===== config.mk =====
export PLATFORM = sky130hd
export DESIGN_NAME = kfp_ram
export DESIGN_NICKNAME = d
export VERILOG_FILES = /design/src/kfp_ram.sv
export SDC_FILE = /design/constraint.sdc
export NUM_CORES = 1
export LEC_CHECK = 0
export ABC_CLOCK_PERIOD_IN_PS = 3570
export CORE_MARGIN = 2
export CORE_UTILIZATION = 28
export CTS_CLUSTER_SIZE = 40
export DETAILED_ROUTE_END_ITERATION = 7
export DONT_BUFFER_PORTS = 1
export GPL_ROUTABILITY_DRIVEN = 0
export PLACE_DENSITY_LB_ADDON = 0.08
export RECOVER_POWER = 100
export SLEW_MARGIN = 10
export SYNTH_ARGS = -nofsm -noshare
export SYNTH_HDL_FRONTEND = slang
export SYNTH_SLANG_ARGS = --single-unit
export TNS_END_PERCENT = 5

===== constraint.sdc =====
create_clock -name clk_i -period 3.57 [get_ports clk_i]
set_clock_uncertainty 0.1 [all_clocks]
set_input_delay 0.357 -clock clk_i [delete_from_list [all_inputs] [get_ports clk_i]]
set_output_delay 0.357 -clock clk_i [all_outputs]
set_load 0.02 [all_outputs]

===== src/kfp_ram.sv =====
// kfp_ram: simple dual-port memory, one write and one registered read a cycle.
// No dependencies.
`timescale 1ns / 1ps

module kfp_ram #(
  parameter int unsigned Width = 16,
  parameter int unsigned Depth = 16,
  parameter int unsigned AddrW = (Depth > 1) ? $clog2(Depth) : 1
) (
  input  logic             clk_i,
  input  logic             we_i,
  input  logic [AddrW-1:0] waddr_i,
  input  logic [Width-1:0] wdata_i,
  input  logic [AddrW-1:0] raddr_i,
  output logic [Width-1:0] rdata_o
);

  logic [Width-1:0] mem_q [Depth];
  logic [Width-1:0] rdata_q;

  // Write port
  always_ff @(posedge clk_i) begin
    if (we_i) begin
      mem_q[waddr_i] <= wdata_i;
    end
  end

  // Registered read port
  always_ff @(posedge clk_i) begin
    rdata_q <= mem_q[raddr_i];
  end

  assign rdata_o = rdata_q;

endmodule


==> Implementation_results.wiki <==
{| class="wikitable"
! Metric !! Value
|-
| Outcome || finished with violations
|-
| Violations in the final reports || capacitance limit, slew limit
|-
| Power per standard cell area || 599 mW/mm^2
|-
| Starting DRT DRC Count || approximately 240
|-
| Global route total overflow || 0
|-
| Setup WS pre-CTS || 1.27 ns
|-
| Chip width || ~190 um
|-
| Worst slew slack as a fraction of its limit || -12.9%
|-
| Post-CTS clock slew at the launch and capture registers of the worst setup and hold paths || 0.06 ns
|-
| Critical path's slowest cell || nor2_1
|-
| Internal || 5.61 mW
|-
| Post-synth EDFFs || 256
|-
| Worst vdd rail ir drop || 0.336 mV
|-
| Number of warnings reported in the yosys synthesis log || 0
|-
| Max-slew violation total from the final report || between 100 and 150
|-
| Post-route setup slack || 1.45 ns
|-
| Floorplan row count || 69
|-
| Final Setup Violations || 0
|-
| Cell count after synthesis || 432
|-
| Endpoint required time on the critical path || 3.61 ns
|-
| RSZ-0062 raised after global routing || false
|-
| Quantity of gates resized following cts || 0
|-
| Routed via count || 4489
|-
| Antenna diode instance count || 0
|-
| CTS tree || built
|-
| GRT Overall Usage || 13.4%
|-
| Hold Fails Final Rpt || 0
|-
| Longest individual stage delay on the worst path || 1.26 ns
|-
| Clock network power share || 44.9%
|-
| Power spent charging and discharging nets || 1.44 mW
|-
| Area share of the largest cell type after synthesis || 76.5%
|-
| Clock buffers created by TritonCTS || 31
|-
| Path type of the worst min-delay path || in -> reg
|-
| Clock tree sinks || around 270
|-
| Number of gates on the worst path with buffers counted || 2
|-
| Minimum setup slack among reg-to-reg paths || 1.89 ns
|-
| Antenna violations before repair || 0
|-
| Cell type with the highest aggregate area in the netlist || edfxtp_1
|-
| H-Tree Depth || 1
|-
| Worst setup path startpoint || waddr_i[2]
|-
| I/O pins || between 40 and 50
|-
| Crit path capture type || flip-flop
|-
| Layout area overhead || 17.2%
|-
| Crit path kind || in -> reg
|-
| Synth area leaders || edfxtp_1, mux4_2, dfxtp_1
|-
| Via density || between 4 and 5
|-
| Effective utilization at floorplan || 28.3%
|-
| Wire length per cell || about 26 um
|-
| Max Root-Sink Buffers || 3
|-
| Post-Syn Nets || 458
|-
| Maximum number of pins on one net before global-route repair || 65
|-
| Worst reg2reg path endpoint || rdata_o[1]$_DFF_P_
|-
| Proportion of synthesized chip area in sequential cells || 79.7%
|-
| Switching portion of total power || 20.5%
|-
| Final period utilization || 59.4%
|-
| Half-perimeter wire length of the detailed placement result || 14300 um
|-
| Worst-path cell chain || or3b_2 -> nor2_1
|-
| Standard cell core area || around 0.035 mm^2
|-
| Final routed wirelength across all metal layers || between 20000 and 25000 um
|-
| First-pass GRT wire length || 36300 um
|-
| DIE HEIGHT || 193 um
|-
| Share of total power in sequential cells || 51.5%
|-
| Main flop type after synthesis || edfxtp_1
|-
| Remaining antenna violation count || 0
|-
| Clock latency of the later-clocked register in the worst-skew pair || 0.55 ns
|-
| Number of buffers inserted by post-CTS setup repair || 0
|-
| Combined area of all synthesized cells || between 0.01 and 0.015 mm^2
|-
| Detailed Routing Iterations Pass 1 || 6
|-
| Clock root cell || clkbuf_16
|-
| Worst reg2reg path depth || 3
|-
| Most common cell in the netlist || edfxtp_1
|-
| DRC errors left || 0
|-
| Async S/R FF share, synth || 0%
|-
| Reg-to-reg startpoint || mem_q[1][1]$_DFFE_PP_
|-
| Static leakage || 3.66 nW
|-
| Area enclosed by the die boundary || around 0.037 mm^2
|-
| Buf+Inv Stages, Crit Path || 0
|-
| Arr. time, crit path || ~2.2 ns
|-
| Nature of the critical path startpoint || input pin
|-
| Post-synthesis register bit count || 272
|-
| Count of maximum capacitance violations || 7
|-
| Hold buffer count at CTS || 16
|-
| Maximum achievable frequency || between 400 and 500 MHz
|-
| Avg Inst Size Synth || 23.2 um^2
|-
| Most numerous cell types in the synthesized netlist || edfxtp_1, mux4_2, a22oi_1, nand2_1, dfxtp_1
|-
| Layout Nets || 499
|-
| End point of the critical path || mem_q[3][12]$_DFFE_PP_
|-
| Transition time at the pin with the least slew margin || ~1.7 ns
|-
| Yosys cell types || 19
|-
| Cell type group with the largest total delay on the critical path || simple AND/OR/NAND/NOR gates
|-
| Fraction of final layout cells sized beyond drive strength 1 || 23.5%
|-
| Port Buffers || 0
|-
| Top fanout value on the critical path || 16
|-
| Sum Neg Setup Slack || 0 ns
|-
| Vias in the first global route || 4943
|-
| Minimum clock period after layout || between 2 and 2.5 ns
|-
| Comb pwr share || 3.7%
|}
## worst min path at each step
stage,startpoint,end,slack [ns],cells past startpoint
after floorplan,wdata_i[0],mem_q[0][0]$_DFFE_PP_,0.36,0
after global placement,wdata_i[8],mem_q[4][8]$_DFFE_PP_,0.36,0
after detailed placement,wdata_i[8],mem_q[7][8]$_DFFE_PP_,0.36,0
after CTS,raddr_i[1],rdata_o[3]$_DFF_P_,0.007,3
after global routing,raddr_i[1],rdata_o[6]$_DFF_P_,0.02,3
final,raddr_i[1],rdata_o[6]$_DFF_P_,0.05,3
## layer usage
metal  vias up  GRT usage [%]  part of all wire, %
met4         0           3.34                  1.9
li1       1932              -                    -
met2        95           20.8                   46
met1      2423           19.0                   46
met5         -              0                    0
met3        39           3.10                  5.6
## state kept, by name, summed over array words and instances (netlist names)
signal	cells
mem_q	256
rdata_o	16
## logic make-up (layout without fill, tap and decap cells)
kind of cell | count (synthesis) | count (layout) | share of synthesized area, %
flip-flops | 272 | 272 | 79.7
AND/OR/NAND/NOR | 43 | 43 | 1.92
buffers and inverters | 21 | 86 | 1.23
AO/OA/AOI/OAI | 32 | 32 | 2.39
multiplexers | 64 | 64 | 14.7
## area by class of cell
cell class / count / area [um^2]
Tap cell: 461 / 577
Timing Repair Buffer: 29 / 216
Clock buffer: 34 / 817
Multi-Input combinational cell: 139 / 1940
Clock inverter: 23 / 214
Fill cell: 3344 / 23700
Sequential cell: 272 / 8010
## cell usage in the layout, fill, tap and decap left out
cell type      Yosys  routed
clkbuf_16          0      31
nand3b_1           2       2
edfxtp_1         256     256
mux4_1            10      10
nor2b_2            0       2
clkinvlp_4         0       3
nor3_1             4       3
nor2_1            13       6
clkbuf_1           8      11
nand3_1            1       1
clkinv_1           0       7
nand2b_1           2       2
nor3_2             0       1
bufinv_16          0       4
buf_4              3       2
nand2_1           17      17
dlygate4sd3_1      0      16
and2_1             1       1
nor2_2             0       7
dfxtp_1           16      16
mux4_2            54      54
clkinv_2           0       9
or3b_2             1       1
clkbuf_8           0       3
a22oi_1           32      32
## per-stage QoR
step           area, um^2  hold WS, ns  power [mW]  utilization [%]  cells
2_1_floorplan       10000        0.356        3.85                -    432
3_3_place_gp        10700        0.357        3.91             30.0    885
3_5_place_dp        10700        0.357        3.91             30.0    885
4_1_cts             11800      0.00730        7.17             33.4    958
5_1_grt             11800       0.0215        7.29             33.2    958
6_report            11800       0.0528        7.05             33.2    958
## power by group through the flow
stage	combinational, mW	clock [mW]	sequential [mW]
2_1_floorplan	0.174	0	3.68
3_3_place_gp	0.208	0	3.70
3_5_place_dp	0.207	0	3.70
4_1_cts	0.270	3.27	3.63
5_1_grt	0.281	3.37	3.64
6_report	0.259	3.16	3.63
No activity file was read; power rests on OpenSTA's default activity.
